### src/rtl/gnls_pkg.sv
package gnls_pkg;

    localparam int TEXT_W = 64;
    localparam int LEN_W  = 4;

    localparam logic [7:0] CH_NUL   = 8'h00;
    localparam logic [7:0] CH_SPACE = 8'h20;
    localparam logic [7:0] CH_COMMA = 8'h2C;
    localparam logic [7:0] CH_COLON = 8'h3A;
    localparam logic [7:0] CH_SEMI  = 8'h3B;

    typedef enum logic [2:0] {
        PH_SKIP_OBJ,
        PH_OBJ,
        PH_NAME_START,
        PH_SKIP_NAME,
        PH_NAME
    } t_phase;

    typedef enum logic [2:0] {
        ST_IDLE,
        ST_INSERT,
        ST_END,
        ST_EMIT_OBJ,
        ST_EMIT_NAME
    } t_state;

    // One stored name or object: packed text, kept length and truncation flag.
    typedef struct packed {
        logic [TEXT_W-1:0] text;
        logic [LEN_W-1:0]  len;
        logic              cut;
    } t_entry;

    typedef struct packed {
        logic              kind;
        logic [TEXT_W-1:0] text;
        logic [LEN_W-1:0]  text_len;
        logic              truncated;
        logic              list_overflow;
        logic              last;
    } t_result;

endpackage

### src/rtl/gnls_in_if.sv
interface gnls_in_if;
    logic       valid;
    logic       ready;
    logic [7:0] ch;

    modport source (output valid, output ch, input ready);
    modport sink   (input valid, input ch, output ready);
endinterface

### src/rtl/gnls_out_if.sv
interface gnls_out_if;
    import gnls_pkg::*;

    logic    valid;
    logic    ready;
    t_result data;

    modport source (output valid, output data, input ready);
    modport sink   (input valid, input data, output ready);
endinterface

### src/rtl/grouped_name_list_sorter_top.sv
// Parses a byte stream of groups "object: name, name;" (byte 0 ends the text) and, at the end
// of each group that has an object and at least one name, emits the object followed by its
// names in ascending unsigned byte order, one result per transfer, with last set on the final
// name. A name that completes is insertion-sorted in a one-port-read, one-port-write list
// memory, moving one entry per cycle; no byte is accepted while it moves. A group end passes
// through an end state, then the object and each name leave one per cycle from the output
// register while the output is not stalled, the read of each name overlapping the transfer
// before it. Input is taken again as soon as the last result sits in the output register.
module grouped_name_list_sorter_top #(
    parameter int LIST_DEPTH = 8,
    parameter int NAME_BYTES = 8
) (
    input  logic              i_clk,
    input  logic              i_rst_n,
    gnls_in_if.sink           i_in,
    gnls_out_if.source        o_out
);
    import gnls_pkg::*;

    localparam int AW = (LIST_DEPTH > 1) ? $clog2(LIST_DEPTH) : 1;
    localparam int CW = $clog2(LIST_DEPTH + 1);

    function automatic t_entry append_byte(t_entry e, logic [7:0] ch);
        t_entry r;
        r = e;
        if (e.len < LEN_W'(NAME_BYTES)) begin
            r.text = e.text | ({ch, {(TEXT_W-8){1'b0}}} >> {e.len[2:0], 3'b000});
            r.len  = e.len + LEN_W'(1);
        end else begin
            r.cut = 1'b1;
        end
        return r;
    endfunction

    t_state          r_state, n_state;
    t_phase          r_phase, n_phase;
    t_entry          r_obj, n_obj;
    t_entry          r_name, n_name;
    logic [CW-1:0]   r_count, n_count;
    logic            r_dropped, n_dropped;
    logic [AW-1:0]   r_idx, n_idx;
    logic            r_end, n_end;
    logic            r_out_valid, n_out_valid;
    t_result         r_out, n_out;
    t_entry          r_rd_data;
    t_entry          r_mem [LIST_DEPTH];

    logic            mem_we;
    logic [AW-1:0]   mem_wa;
    t_entry          mem_wd;
    logic            rd_en;
    logic [AW-1:0]   rd_addr;

    logic            in_fire;
    logic            out_free;
    logic            list_full;
    logic            ins_done;
    logic            last_name;
    logic            emit_group;

    // Decoded action of the accepted byte.
    logic            dec_obj_app;
    logic            dec_name_app;
    logic            dec_insert;
    logic            dec_end;
    t_phase          dec_phase;

    assign i_in.ready  = (r_state == ST_IDLE);
    assign in_fire     = i_in.valid & i_in.ready;
    assign out_free    = ~r_out_valid | o_out.ready;
    assign list_full   = (r_count == CW'(LIST_DEPTH));
    assign ins_done    = (r_idx == '0) || !(r_name.text < r_rd_data.text);
    assign last_name   = ((CW'(r_idx) + CW'(1)) == r_count);
    assign emit_group  = (r_obj.len != '0) && (r_count != '0);

    assign o_out.valid = r_out_valid;
    assign o_out.data  = r_out;

    always_comb begin
        logic is_sep;
        logic is_term;
        is_sep       = (i_in.ch == CH_SPACE) || (i_in.ch == CH_COMMA);
        is_term      = (i_in.ch == CH_NUL);
        dec_obj_app  = 1'b0;
        dec_name_app = 1'b0;
        dec_insert   = 1'b0;
        dec_end      = 1'b0;
        dec_phase    = r_phase;
        case (r_phase)
            PH_SKIP_OBJ: begin
                if (is_term) begin
                    dec_end = 1'b1;
                end else if (i_in.ch == CH_COLON) begin
                    dec_phase = PH_NAME_START;
                end else if (!is_sep) begin
                    dec_obj_app = 1'b1;
                    dec_phase   = PH_OBJ;
                end
            end
            PH_OBJ: begin
                if (is_term) begin
                    dec_end = 1'b1;
                end else if (i_in.ch == CH_COLON) begin
                    dec_phase = PH_NAME_START;
                end else begin
                    dec_obj_app = 1'b1;
                end
            end
            PH_NAME_START: begin
                if (is_term || i_in.ch == CH_SEMI) begin
                    dec_end = 1'b1;
                end else if (is_sep) begin
                    dec_phase = PH_SKIP_NAME;
                end else begin
                    dec_name_app = 1'b1;
                    dec_phase    = PH_NAME;
                end
            end
            PH_SKIP_NAME: begin
                if (is_term || i_in.ch == CH_SEMI) begin
                    dec_insert = 1'b1;
                    dec_end    = 1'b1;
                end else if (!is_sep) begin
                    dec_name_app = 1'b1;
                    dec_phase    = PH_NAME;
                end
            end
            PH_NAME: begin
                if (is_term || i_in.ch == CH_SEMI) begin
                    dec_insert = 1'b1;
                    dec_end    = 1'b1;
                end else if (i_in.ch == CH_COMMA) begin
                    dec_insert = 1'b1;
                    dec_phase  = PH_SKIP_NAME;
                end else begin
                    dec_name_app = 1'b1;
                end
            end
            default: begin
                dec_phase = PH_SKIP_OBJ;
            end
        endcase
        if (dec_end) begin
            dec_phase = PH_SKIP_OBJ;
        end
    end

    always_comb begin
        n_state = r_state;
        case (r_state)
            ST_IDLE: begin
                if (in_fire) begin
                    if (dec_insert && !list_full) begin
                        n_state = ST_INSERT;
                    end else if (dec_end) begin
                        n_state = ST_END;
                    end
                end
            end
            ST_INSERT: begin
                if (ins_done) begin
                    n_state = r_end ? ST_END : ST_IDLE;
                end
            end
            ST_END: begin
                n_state = emit_group ? ST_EMIT_OBJ : ST_IDLE;
            end
            ST_EMIT_OBJ: begin
                if (out_free) begin
                    n_state = ST_EMIT_NAME;
                end
            end
            ST_EMIT_NAME: begin
                if (out_free && last_name) begin
                    n_state = ST_IDLE;
                end
            end
            default: begin
                n_state = ST_IDLE;
            end
        endcase
    end

    always_comb begin
        logic clear_group;
        clear_group = 1'b0;
        n_phase     = r_phase;
        n_obj       = r_obj;
        n_name      = r_name;
        n_count     = r_count;
        n_dropped   = r_dropped;
        n_idx       = r_idx;
        n_end       = r_end;
        n_out       = r_out;
        n_out_valid = r_out_valid & ~o_out.ready;
        mem_we      = 1'b0;
        mem_wa      = r_idx;
        mem_wd      = r_name;
        rd_en       = 1'b0;
        rd_addr     = '0;

        case (r_state)
            ST_IDLE: begin
                if (in_fire) begin
                    n_phase = dec_phase;
                    if (dec_obj_app) begin
                        n_obj = append_byte(r_obj, i_in.ch);
                    end
                    if (dec_name_app) begin
                        n_name = append_byte(r_name, i_in.ch);
                    end
                    if (dec_insert) begin
                        if (!list_full) begin
                            // The walk starts at the first free slot, comparing downwards.
                            n_idx = AW'(r_count);
                            n_end = dec_end;
                            if (r_count != '0) begin
                                rd_en   = 1'b1;
                                rd_addr = AW'(r_count - CW'(1));
                            end
                        end else begin
                            n_dropped = 1'b1;
                            n_name    = '0;
                        end
                    end
                end
            end
            ST_INSERT: begin
                mem_we = 1'b1;
                if (ins_done) begin
                    mem_wd  = r_name;
                    n_count = r_count + CW'(1);
                    n_name  = '0;
                end else begin
                    // Shift the larger entry up one slot and fetch the next one down.
                    mem_wd = r_rd_data;
                    n_idx  = r_idx - AW'(1);
                    if (r_idx > AW'(1)) begin
                        rd_en   = 1'b1;
                        rd_addr = r_idx - AW'(2);
                    end
                end
            end
            ST_END: begin
                if (!emit_group) begin
                    clear_group = 1'b1;
                end
            end
            ST_EMIT_OBJ: begin
                if (out_free) begin
                    n_out_valid = 1'b1;
                    n_out       = '{kind: 1'b0, text: r_obj.text, text_len: r_obj.len,
                                    truncated: r_obj.cut, list_overflow: r_dropped,
                                    last: 1'b0};
                    n_idx       = '0;
                    rd_en       = 1'b1;
                    rd_addr     = '0;
                end
            end
            ST_EMIT_NAME: begin
                if (out_free) begin
                    n_out_valid = 1'b1;
                    n_out       = '{kind: 1'b1, text: r_rd_data.text,
                                    text_len: r_rd_data.len, truncated: r_rd_data.cut,
                                    list_overflow: r_dropped, last: last_name};
                    if (last_name) begin
                        clear_group = 1'b1;
                    end else begin
                        n_idx   = r_idx + AW'(1);
                        rd_en   = 1'b1;
                        rd_addr = r_idx + AW'(1);
                    end
                end
            end
            default: begin
                clear_group = 1'b1;
            end
        endcase

        if (clear_group) begin
            n_phase   = PH_SKIP_OBJ;
            n_obj     = '0;
            n_name    = '0;
            n_count   = '0;
            n_dropped = 1'b0;
            n_end     = 1'b0;
        end
    end

    always_ff @(posedge i_clk) begin
        if (!i_rst_n) begin
            r_state     <= ST_IDLE;
            r_phase     <= PH_SKIP_OBJ;
            r_obj       <= '0;
            r_name      <= '0;
            r_count     <= '0;
            r_dropped   <= 1'b0;
            r_idx       <= '0;
            r_end       <= 1'b0;
            r_out_valid <= 1'b0;
        end else begin
            r_state     <= n_state;
            r_phase     <= n_phase;
            r_obj       <= n_obj;
            r_name      <= n_name;
            r_count     <= n_count;
            r_dropped   <= n_dropped;
            r_idx       <= n_idx;
            r_end       <= n_end;
            r_out_valid <= n_out_valid;
        end
    end

    always_ff @(posedge i_clk) begin
        r_out <= n_out;
    end

    always_ff @(posedge i_clk) begin
        if (mem_we) begin
            r_mem[mem_wa] <= mem_wd;
        end
    end

    always_ff @(posedge i_clk) begin
        if (rd_en) begin
            r_rd_data <= r_mem[rd_addr];
        end
    end

endmodule

### src/flat_wrapper.sv
// flat-port wrapper written by rule: the top's interface ports become plain ports
module grouped_name_list_sorter_top_flat import gnls_pkg::*;
#(
    parameter int LIST_DEPTH = 8,
    parameter int NAME_BYTES = 8
)
  (i_clk, i_rst_n, i_in_valid, i_in_ch, i_in_ready, o_out_valid, o_out_data, o_out_ready);
  gnls_in_if i_in_i ();
  gnls_out_if o_out_i ();
  input  logic i_clk;
  input  logic i_rst_n;
  input wire logic [$bits(i_in_i.valid)-1:0] i_in_valid;
  input wire logic [$bits(i_in_i.ch)-1:0] i_in_ch;
  output wire logic [$bits(i_in_i.ready)-1:0] i_in_ready;
  output wire logic [$bits(o_out_i.valid)-1:0] o_out_valid;
  output wire logic [$bits(o_out_i.data)-1:0] o_out_data;
  input wire logic [$bits(o_out_i.ready)-1:0] o_out_ready;
  assign i_in_i.valid = i_in_valid;
  assign i_in_i.ch = i_in_ch;
  assign i_in_ready = i_in_i.ready;
  assign o_out_valid = o_out_i.valid;
  assign o_out_data = o_out_i.data;
  assign o_out_i.ready = o_out_ready;
  grouped_name_list_sorter_top #(.LIST_DEPTH(LIST_DEPTH), .NAME_BYTES(NAME_BYTES)) u_core (.i_clk(i_clk), .i_rst_n(i_rst_n), .i_in(i_in_i), .o_out(o_out_i));
endmodule
### config.mk
export PLATFORM = sky130hd
export DESIGN_NAME = grouped_name_list_sorter_top_flat
export DESIGN_NICKNAME = d
export VERILOG_FILES = /design/src/rtl/gnls_pkg.sv /design/src/rtl/gnls_in_if.sv /design/src/rtl/gnls_out_if.sv /design/src/rtl/grouped_name_list_sorter_top.sv /design/src/flat_wrapper.sv
export SDC_FILE = /design/constraint.sdc
export NUM_CORES = 1
export LEC_CHECK = 0
export BUFFER_PORTS_ARGS = -buffer_cell sky130_fd_sc_hd__buf_2
export CORE_ASPECT_RATIO = 1.5
export CORE_UTILIZATION = 50
export CTS_BUF_LIST = sky130_fd_sc_hd__clkbuf_8
export CTS_CLUSTER_DIAMETER = 60
export DETAILED_ROUTE_END_ITERATION = 8
export GPL_TIMING_DRIVEN = 0
export PLACE_DENSITY = 0.69
export SYNTH_ARGS = -nofsm -noshare
export SYNTH_HDL_FRONTEND = slang
export SYNTH_SLANG_ARGS = --single-unit
### constraint.sdc
create_clock -name i_clk -period 8.61 [get_ports i_clk]
set_input_delay 0.861 -clock i_clk [delete_from_list [all_inputs] [get_ports i_clk]]
set_output_delay 0.861 -clock i_clk [all_outputs]
set_load 0.1 [all_outputs]
### Yosys cells after proc, flatten, opt, wreduce, memory -nomap -nowiden

Memory sizes are Yosys's and may differ from the RTL's. A register that Yosys moved wholly into a read port is not among the register bits.
Cells that the tools add are included.
Widths: inputs -> output; s select.

| storage, ports and cells | value |
|---|---|
| register bits after elaboration | 226 |
| memories kept | 1 |
| word-level logic and storage cells | 197 |
| RAM bits | 552 |
| output and inout port bits | 74 |
| input bits | 12 |

| cells by class | value |
|---|---|
| reduce and logical (&&, ||, !) cells | 33 |
| bitwise operators | 10 |
| eq/ne operators | 33 |
| add/sub/neg operators | 8 |
| muxes and demuxes | 87 |
| $lt $le $gt $ge | 4 |
| shifts and indexed selects | 2 |

Memories:

| name | depth | bits a word | read ports | clocked after Yosys merged registers in | write ports | RTL line | source |
|---|---|---|---|---|---|---|---|
| u_core.r_mem | 8 | 69 | 1 | 1 | 1 | grouped_name_list_sorter_top.sv:46 | `t_entry r_mem [LIST_DEPTH];` |

Operators with widths:

| kind | count |
|---|---|
| $mux 69 | 7 |
| $mux 72 | 2 |
| $pmux 72 s2 | 1 |
| $pmux 69 s2 | 1 |
| $or 64x64->64 | 2 |
| $shr 64x6->64 | 2 |
| $mux 3 | 33 |
| $mux 68 | 1 |
| $lt 64x64->1 | 1 |
| $eq 8x6->1 const B | 4 |
| $mux 1 | 30 |
| $pmux 3 s5 | 2 |
| $ne 3x2->1 const B | 6 |
| $reduce_and 4->1 | 4 |
| $add 4x1->4 const B | 3 |
| $eq 3x2->1 const B | 4 |
| $pmux 3 s4 | 1 |
| $reduce_bool 4->1 | 3 |
| $reduce_and 11->1 | 1 |
| $ne 2x2->1 const B | 5 |
| $logic_not 3->1 | 3 |
| $pmux 3 s3 | 1 |
| $logic_not 8->1 | 1 |
| $lt 4x4->1 const B | 2 |
| other kinds (30) | 57 |

### Logic depth before layout (Yosys ltp)

Gate-level depths: netlist (run 1).

| depth | value |
|---|---|
| depth after elaboration | 10 |
| mapped depth | 14 |
| gate-level depth less buffers | 11 |

### Least setup slack after synthesis (run 1)

OpenSTA, ideal clock, no wires.

| path | value |
|---|---|
| kind | reg2reg |
| from | reg u_core.r_state[2] |
| to | reg u_core.r_rd_data[0] (netlist name) |
| path buffers | 2 |
| path slack | 1.363 ns |
| cell stages (with the launch flop) | 7 |
| arrival time | 6.732 ns |
| required time | 8.096 ns |
| path through | dfxtp_1 -> clkbuf_1 -> clkbuf_1 -> or3_1 -> a21oi_1 -> nand2_1 -> o211ai_1 |

| between the ends | value |
|---|---|
| longest elaborated chain between the ends | 4 |

RTL lines:

| element | RTL line | source |
|---|---|---|
| start, declared | grouped_name_list_sorter_top.sv:35 | `t_state r_state, n_state;` |
| start signal, assigned | grouped_name_list_sorter_top.sv:302 | `r_state <= n_state;` |
| $logic_not 3->1 | grouped_name_list_sorter_top.sv:68, grouped_name_list_sorter_top.sv:202 |  |
| $and 1x1->1 | grouped_name_list_sorter_top.sv:69 | `assign in_fire = i_in.valid & i_in.ready;` |
| $mux 1 | grouped_name_list_sorter_top.sv:204 | `if (in_fire) begin` |
| $pmux 1 s4 (*) | grouped_name_list_sorter_top.sv:202 | `case (r_state)` |
| net u_core.rd_en | grouped_name_list_sorter_top.sv:51 | `logic rd_en;` |

The timed path passes the listed nets; every way through them passes the cells marked *.
A chain may end at the register's enable or synchronous reset.

==> metrics.sh, run 1 <==
RUN_STATUS='completed'
POSTCTSRESIZEDCELLS=0
ROUTE.DETAILED.VIAS_PER_INST=6.01
GR-USAGE-MET3_PCT=4.80
YS.WARNINGS.COUNT=0
GRT_USE_MET1_PCT=32.1
WORSTSETUPENDPOINTTYPE='flop'
CLOCKBUFFERDEPTH=3
DRC_ERRORS=0
FILL_CELLS=5450
GRT_PASS1_VIAS=22063
TIGHTEST_SLEW_NS=1.43
YOSYS.AREA.TOP_TYPE='edfxtp_1'
GRT.TOTAL_USAGE_PCT=27.2
ROOT_BUFFER='clkbuf_8'
TIMING.CRITICAL_PATH.BUF_INV=4
MAXIMUM_CELL_STAGE_DELAY_ALONG_THE_CRITICAL_PATH_NS=0.85
ANT_NETS=0
FINAL-HOLD-VIOLATION-COUNT=0
YS_TOP_CELLS_BY_AREA='edfxtp_1 (61%), dfxtp_1 (9.0%), mux2i_1 (8.2%)'
CRIT_TOP_CELL='clkbuf_1'
SYNTHESIS.NETS=2543
DETAILEDPLACEMENTHPWL_UM=64000
INITIAL_UTILIZATION_PCT=50.5
LARGEST_NET_DEGREE_AT_THE_START_OF_GLOBAL_ROUTING=42
POST-ROUTE-PERIOD-UTIL_PCT=66.6
POST-PLACE-CELLS=3464
RSZ0062_AT_GRT='false'
DIE_WIDTH_UM=216
GR-TOTAL-OVERFLOW=0
GLOBALPLACE.CONGESTION=0.951
MULTIINPUTGATEAREA_UM2=9460
TIMING.CRITICAL_PATH.SLOWEST_STAGE_CELL='o21ai_0'
TIMING.FINAL.SETUP_VIOLATIONS=0
FINAL_CELL_COUNT_NO_FILL=3677
CLOCK_LATENCY_NS=0.76
IO-PIN-COUNT=86
SYNTH_AREA_UM2=34300
P_LEAK_uW=0.0157
FRACTION_OF_SYNTHESIZED_CELL_AREA_TAKEN_BY_THE_TOP_AREA_CELL_TYPE_PCT=60.6
LAYOUT-DRIVE-GT1-SHARE_PCT=12.3
DETAILEDPLACE.WORSTSLACK_NS=3.13
FINAL_NETS=2778
ROUTEDWLPERCELL_UM=25.9
NUMBER_OF_INPUT_AND_OUTPUT_PORT_BUFFERS_INSERTED=80
GRT_PASS1_WL_UM=139000
WORSTPATHCELLLIST='clkbuf_1 > inv_1 > ha_1 > a221o_1 > or4_4 > a311oi_4 > nand3_1 > clkbuf_1 > clkbuf_1 > o21ai_0'
CRIT_REQUIRED_NS=9.02
GRT_USE_MET2_PCT=46.7
CTS_INSERTED_BUFFERS=115
DRT_ITER0_DRC=2103
DIE_H_UM=323
CLK_TRANSITION_REPORTED_PATHS_NS=0.07
TIMING.CRITICAL_PATH.MAX_DELAY_FAMILY='compound AO/OA/AOI/OAI gates'
WORSTPATHMAXFANOUT=10
CAP_VIOLATIONS=0
POST-ROUTE-UTIL_PCT=56.6
FIN_WORST_SKEW_NS=0.0349
LAYER_WITH_THE_HIGHEST_USAGE_AFTER_GLOBAL_ROUTING='met2'
HOLD_BUFFERS=0
YS_SEQ_AREA_SHARE_PCT=69.6
TIMING.MAX_SLEW.REL_SLACK_PCT=4.14
POSTPLACECELLAREA_UM2=36400
CTS_TREE='yes'
ROUTED-VIA-COUNT=22086
DRTPASS1ITERATIONS=8
FP.DIEAREA_UM2=69700
FIN_CRIT_NS=5.73
YS.FLOP_TYPE='edfxtp_1'
POST-ROUTE-CELL-AREA_UM2=38500
ANTENNA_FOUND_INITIAL=3
FINALMAXSLEWVIOLATIONS=0
POSTSYNTHCELLCOUNT=2454
AREA_GROWTH_SYN_TO_LAYOUT_PCT=12.1
POST_SYNTH.CELL_AREA_AVG_UM2=14.0
YS_FF_LATCH=847
SETUP.WORST_PATH.START_CLASS='flop'
SYNTHARSTFLOPSHARE_PCT=0
WORSTHOLDPATHTYPE='primary input to flop'
HOLD_WS_NS=0.425
SYNTH_ENABLE_FLOP_CELLS=693
WIRELENGTH_UM=95300
MAXCLOCKFREQUENCY_GHz=0.174
IR_WORST_VDD_V=0.000116
CTS_HTREE_LEVELS=3
CP.ARRIVAL_NS=6.14
CTS_NUM_SINKS=847
CORE_UM2=67900
LAYOUT.AREA.SEQ_UM2=23900
POST_CTS.REPAIR.SETUP_BUFFERS=0
FINAL.SETUP.WORST_SLACK_NS=2.88
SYNTH_CELL_TYPES=67
ROWS=117
CELLPOWERDENSITY_nW_PER_UM2=191
CATEGORY_OF_THE_MOST_CRITICAL_SETUP_PATH='flop to flop'
## cell usage after synthesis (8+ instances only)
cell	n
nand3_1	24
inv_1	95
dfxtp_1	154
clkbuf_1	91
a31oi_1	58
buf_2	30
ha_1	77
o21ai_0	146
nand2_1	190
edfxtp_1	693
a21oi_1	117
mux2i_1	282
nand2b_1	10
nand4_1	15
nor2_1	169
o22a_1	68
o221ai_1	69
buf_4	12
nor3_1	19
and3_1	8
## cell usage in the layout, fill, tap and decap left out, types with 5 or more instances in the layout
| cell type | count |
|---|---|
| and3_4 | 7 |
| nor4_1 | 6 |
| nand3_1 | 24 |
| o211ai_1 | 5 |
| xor2_1 | 7 |
| a31oi_1 | 58 |
| a21o_1 | 6 |
| nor2_1 | 169 |
| mux2_2 | 7 |
| edfxtp_1 | 693 |
| clkinv_1 | 25 |
| mux2i_1 | 282 |
| ha_1 | 77 |
| o22ai_1 | 7 |
| clkinv_2 | 23 |
| nand2b_1 | 10 |
| buf_16 | 8 |
| dfxtp_1 | 154 |
| nor3_1 | 17 |
| buf_6 | 22 |
| o22a_1 | 68 |
| inv_1 | 133 |
| clkbuf_8 | 119 |
| buf_2 | 110 |
| a21oi_1 | 116 |
| a211oi_1 | 6 |
| nand4_1 | 15 |
| o21ai_0 | 146 |
| o221ai_1 | 69 |
| buf_4 | 21 |
| clkbuf_1 | 91 |
| nand2_1 | 190 |
| a211o_1 | 6 |
| nor2b_1 | 6 |
## flip-flops by register name, summed over array words and instances, names as in the netlist
signal and count:
u_core.o_out.valid 1, u_core.r_phase 3, u_core.r_rd_data 69, u_core.r_mem 552, u_core.r_name 69, u_core.r_dropped 1
u_core.r_state 3, u_core.r_end 1, u_core.r_obj 69, u_core.o_out.data 72, u_core.r_count 4, u_core.mem_wa 3
## layout make-up
cell class	count	area share [%]
Multi-Input combinational cell	1368	24.6
Sequential cell	847	62.1
Tap cell	892	2.90
Antenna cell	3	0.0195
Clock buffer	119	4.26
Timing Repair Buffer	118	2.46
Clock inverter	91	1.02
Buffer	142	1.70
Inverter	97	0.959
## worst paths after layout
path                          from                 end  slack [ns]  cells after the start
setup / recovery  u_core.mem_wa[0]  u_core.r_mem[3][6]        2.88                     10
hold / removal             i_rst_n   u_core.r_state[0]        0.43                      3
setup reg to reg  u_core.mem_wa[0]  u_core.r_mem[3][6]        2.88                     10
hold reg to reg   u_core.r_obj[31]    u_core.r_obj[31]        0.47                      2
## per-layer routing
metal | vias up | share of wire [%]
met1 | 10971 | 37
li1 | 9781 | -
met5 | - | 0
met3 | 267 | 7.1
met2 | 1067 | 50
met4 | 0 | 5.7
## power by group
group / total, µW / internal [µW] / switching [µW] / leakage, µW
clock: 2750 / 1280 / 1470 / 0.00120
combinational: 177 / 46.2 / 131 / 0.00621
sequential: 4410 / 4400 / 12.4 / 0.00825
## stage by stage
| stage | power [µW] | setup TNS, ns |
|---|---|---|
| final | 7340 | 0 |
| after global routing | 7540 | 0 |
| after CTS | 7370 | 0 |
| after detailed placement | 4670 | 0 |
| after global placement | 4660 | -746.60 |
| after floorplan | 4600 | 0 |
## worst min-delay path: cells and delay by family
kind,cells,cell delay (ns)
compound gates,1,0.04
buf+inv,2,0.23
## logic make-up (layout without fill, tap and decap cells)
family                   count (synthesis)  count (layout)  synth area share (%)
other                                    0               3                     0
flip-flops                             847             847                  69.6
XOR/XNOR                                10              10                 0.255
multiplexers                           289             289                  8.45
buffers and inverters                  239             567                  2.98
AND/OR/NAND/NOR                        468             468                  5.88
adder cells (fa/ha/maj)                 77              77                  2.81
AO/OA/AOI/OAI                          524             524                  10.0
Power figures use the tool's default switching activity.
==> inputs of run 2 (changes only) <==
--- a/config.mk
+++ b/config.mk
@@ -5,6 +5,7 @@
 export SDC_FILE = /design/constraint.sdc
 export NUM_CORES = 1
 export LEC_CHECK = 0
+export ABC_AREA = 1
 export BUFFER_PORTS_ARGS = -buffer_cell sky130_fd_sc_hd__buf_2
 export CORE_ASPECT_RATIO = 1.5
 export CORE_UTILIZATION = 50
@@ -12,7 +13,7 @@
 export CTS_CLUSTER_DIAMETER = 60
 export DETAILED_ROUTE_END_ITERATION = 8
 export GPL_TIMING_DRIVEN = 0
-export PLACE_DENSITY = 0.69
+export PLACE_DENSITY = 0.72
 export SYNTH_ARGS = -nofsm -noshare
 export SYNTH_HDL_FRONTEND = slang
 export SYNTH_SLANG_ARGS = --single-unit
==> constraint.sdc (replaced) <==
create_clock -name i_clk -period 5.04 [get_ports i_clk]
set_input_delay 0.504 -clock i_clk [delete_from_list [all_inputs] [get_ports i_clk]]
set_output_delay 0.504 -clock i_clk [all_outputs]
set_load 0.1 [all_outputs]
==> metrics.sh, run 2 <==
REGMOSTFLOPS='u_core.r_mem'
CTS_TREE='yes'
INITIAL_UTILIZATION_PCT=50.5
DETAILEDPLACEMENTHPWL_UM=78800
LEADING_CELL_TYPES_IN_THE_LAYOUT_FILL_AND_TAPS_EXCLUDED='nand2_1 (794), edfxtp_1 (693), nand3_1 (691)'
RSZ0062_AT_GRT='false'
FINALMAXSLEWVIOLATIONS=0
IR_WORST_VDD_V=0.000225
AREA_GROWTH_SYN_TO_LAYOUT_PCT=12.4
IO-PIN-COUNT=86
FIN_CRIT_NS=4.68
CTS_HTREE_LEVELS=3
DRTPASS1ITERATIONS=8
SETUP.WORST_PATH.START_CLASS='flop'
ANT_NETS=0
WORSTSETUPENDPOINTTYPE='flop'
SYNTH_ENABLE_FLOP_CELLS=693
MULTIINPUTGATEAREA_UM2=10800
CELLPOWERDENSITY_nW_PER_UM2=413
HOLD_WS_NS=0.187
FF2FF_SETUP_SLACK_NS=0.36
WIRELENGTH_UM=108000
TIGHTEST_SLEW_NS=1.20
LARGEST_NET_DEGREE_AT_THE_START_OF_GLOBAL_ROUTING=34
FRACTION_OF_SYNTHESIZED_CELL_AREA_TAKEN_BY_THE_TOP_AREA_CELL_TYPE_PCT=56.0
ENDPOINT='u_core.r_mem[7][24]'
ROUTEDWLPERCELL_UM=21.7
TIMING.REG2REG.WORST_PATH_DEPTH=15
DIE_H_UM=336
LARGEST_REG_FLOPS=552
POSTPLACECELLAREA_UM2=39400
POST_SYNTH.CELL_AREA_AVG_UM2=10.1
GRT_PASS1_WL_UM=161000
MAXCLOCKFREQUENCY_GHz=0.214
TIMING.MAX_SLEW.REL_SLACK_PCT=19.3
CTS_INSERTED_BUFFERS=115
YOSYS.CELL_COUNT.TOP_TYPE='nand2_1'
POST-ROUTE-PERIOD-UTIL_PCT=92.9
POSTSYNTHCELLCOUNT=3667
ANTENNA_FOUND_INITIAL=1
CRITICAL_PATH.REG2REG.STARTPOINT='u_core.r_rd_data[68]'
CRITICAL_PATH.STARTPOINT='u_core.r_rd_data[68]'
CRIT_REQUIRED_NS=5.38
CTS_NUM_SINKS=847
WORSTPATHCELLLIST='inv_1 > ha_1 > nand2_1 > inv_1 > nand3_1 > nor2_1 > nand2_1 > nor2_1 > nand2_2 > nand2_1 > inv_1 > nand2_2 > clkbuf_1 > clkbuf_1 > o21ai_0'
DRC_ERRORS=0
YS_SEQ_AREA_SHARE_PCT=64.3
POST-ROUTE-CELL-AREA_UM2=41800
GR-TOTAL-OVERFLOW=0
YS.FLOP_TYPE='edfxtp_1'
CAP_VIOLATIONS=0
SYNTHESIS.NETS=3756
SYNTH_CELL_TYPES=44
CLK_TRANSITION_REPORTED_PATHS_NS=0.07
CP.ARRIVAL_NS=5.02
FINAL-HOLD-VIOLATION-COUNT=0
GLOBALPLACE.CONGESTION=1.11
NUMBER_OF_INPUT_AND_OUTPUT_PORT_BUFFERS_INSERTED=83
ROOT_BUFFER='clkbuf_8'
CATEGORY_OF_THE_MOST_CRITICAL_SETUP_PATH='flop to flop'
YS_FF_LATCH=847
CORE_UM2=73600
GRT_PASS1_VIAS=27495
SYNTHARSTFLOPSHARE_PCT=0
FIN_WORST_SKEW_NS=0.0422
WORSTHOLDPATHTYPE='primary input to flop'
DIE_WIDTH_UM=225
ROWS=122
SYNTH_AREA_UM2=37100
YS_TOP_CELLS_BY_AREA='edfxtp_1 (56%), nand3_1 (9.3%), dfxtp_1 (8.3%)'
TIMING.CRITICAL_PATH.SLOWEST_STAGE_CELL='clkbuf_1'
TIMING.FINAL.SETUP_VIOLATIONS=0
MAXIMUM_CELL_STAGE_DELAY_ALONG_THE_CRITICAL_PATH_NS=0.67
CLOCK_LATENCY_NS=0.78
YS.WARNINGS.COUNT=0
DRT_ITER0_DRC=2741
YOSYS.AREA.TOP_TYPE='edfxtp_1'
WORST_R2R_ENDPOINT='u_core.r_mem[7][24]'
SETUP_TNS_NS=0
FIN_TOTAL_PWR_uW=17200
POSTCTSRESIZEDCELLS=0
MOST_FREQUENT_STANDARD_CELL_IN_THE_LAYOUT_EXCLUDING_FILL_AND_TAP_CELLS='nand2_1'
LAYOUT.AREA.SEQ_UM2=23900
ROUTED-VIA-COUNT=27899
LAYOUT-DRIVE-GT1-SHARE_PCT=11.3
P_LEAK_uW=0.0161
CLOCKBUFFERDEPTH=3
RUN_STATUS='completed'
WORSTPATHMAXFANOUT=10
FINAL_NETS=3987
FILL_CELLS=6221
YS_TOP_CELLS_BY_COUNT='nand2_1 (796), edfxtp_1 (693), nand3_1 (691)'
GRT.TOTAL_USAGE_PCT=28.9
ROUTE.DETAILED.VIAS_PER_INST=5.59
FP.DIEAREA_UM2=75400
## run 2: changes by cell type in the layout (fill, tap and decap cells not counted), moves of 26 or more
cell	previous run	this run
a21oi_1	116	169
buf_1	4	30
buf_2	110	170
inv_1	133	395
mux2i_1	282	0
nand2_1	190	794
nand3_1	24	691
o221ai_1	69	0
o22a_1	68	0
## run 2: how the worst min path moves through the flow
| stage | startpoint | to | slack [ns] | depth (start not counted) |
|---|---|---|---|---|
| floorplan | u_core.r_dropped | u_core.o_out.data[1] | 0.41 | 0 |
| global placement | u_core.r_dropped | u_core.o_out.data[1] | 0.43 | 0 |
| detailed placement | u_core.r_dropped | u_core.o_out.data[1] | 0.44 | 0 |
| CTS | i_in_ch[3] | u_core.r_name[56] | 0.13 | 3 |
| global route | i_in_ch[4] | u_core.r_name[57] | 0.17 | 3 |
| finish | i_in_ch[4] | u_core.r_name[57] | 0.19 | 3 |
## run 2: repair_timing
action / 4_1_cts / 5_1_grt
endpoints found under the setup margin: 0 / 6
endpoints found under the hold margin: 3 / 0
hold buffers: 1 / 0
setup buffers: 0 / 1
## run 2: per-layer routing
| metal | global-route usage, % | routed length [µm] | vias to the layer above |
|---|---|---|---|
| met5 | 0 | 0 | - |
| met4 | 18.7 | 7160 | 0 |
| met3 | 4.76 | 9230 | 319 |
| met2 | 50.5 | 54100 | 1355 |
| met1 | 32.5 | 37900 | 13194 |
| li1 | - | - | 13031 |
## run 2: logic make-up after synthesis
| kind of cell | after synthesis | share of synthesized area, % |
|---|---|---|
| flops | 847 | 64.3 |
| xor+xnor | 6 | 0.142 |
| compound gates | 377 | 5.36 |
| simple gates | 1755 | 20.8 |
| mux | 1 | 0.0303 |
| fa+ha+maj | 77 | 2.59 |
| buf+inv | 604 | 6.71 |
## run 2: where the power goes
part / switching, µW / leakage [µW] / internal (µW)
Sequential: 178 / 0.00714 / 8120
Combinational: 2700 / 0.00761 / 848
Clock: 2640 / 0.00135 / 2750
## run 2: area by class of cell
| class | count | share of cell area (%) |
|---|---|---|
| Clock inverter | 94 | 1.59 |
| Timing Repair Buffer | 114 | 2.18 |
| Buffer | 223 | 2.59 |
| Tap cell | 992 | 2.97 |
| Multi-Input combinational cell | 2216 | 25.9 |
| Sequential cell | 847 | 57.2 |
| Clock buffer | 124 | 4.09 |
| Inverter | 381 | 3.42 |
| Antenna cell | 1 | 0.00599 |
## run 2: through the flow
step / util [%] / worst slack (ns) / cells
2_1_floorplan: - / -0.541 / 3667
3_3_place_gp: 52.8 / -4.11 / 4742
3_5_place_dp: 53.5 / 0.292 / 4771
4_1_cts: 56.7 / 0.260 / 4990
5_1_grt: 56.8 / 0.353 / 4992
6_report: 56.8 / 0.358 / 4992
## run 2: critical path, delay by kind of cell, from the launching register on
family,cells,cell delay (ns)
buffers and inverters,5,1.44
flip-flops,1,0.47
AND/OR/NAND/NOR,8,1.48
adder cells (fa/ha/maj),1,0.31
AO/OA/AOI/OAI,1,0.55
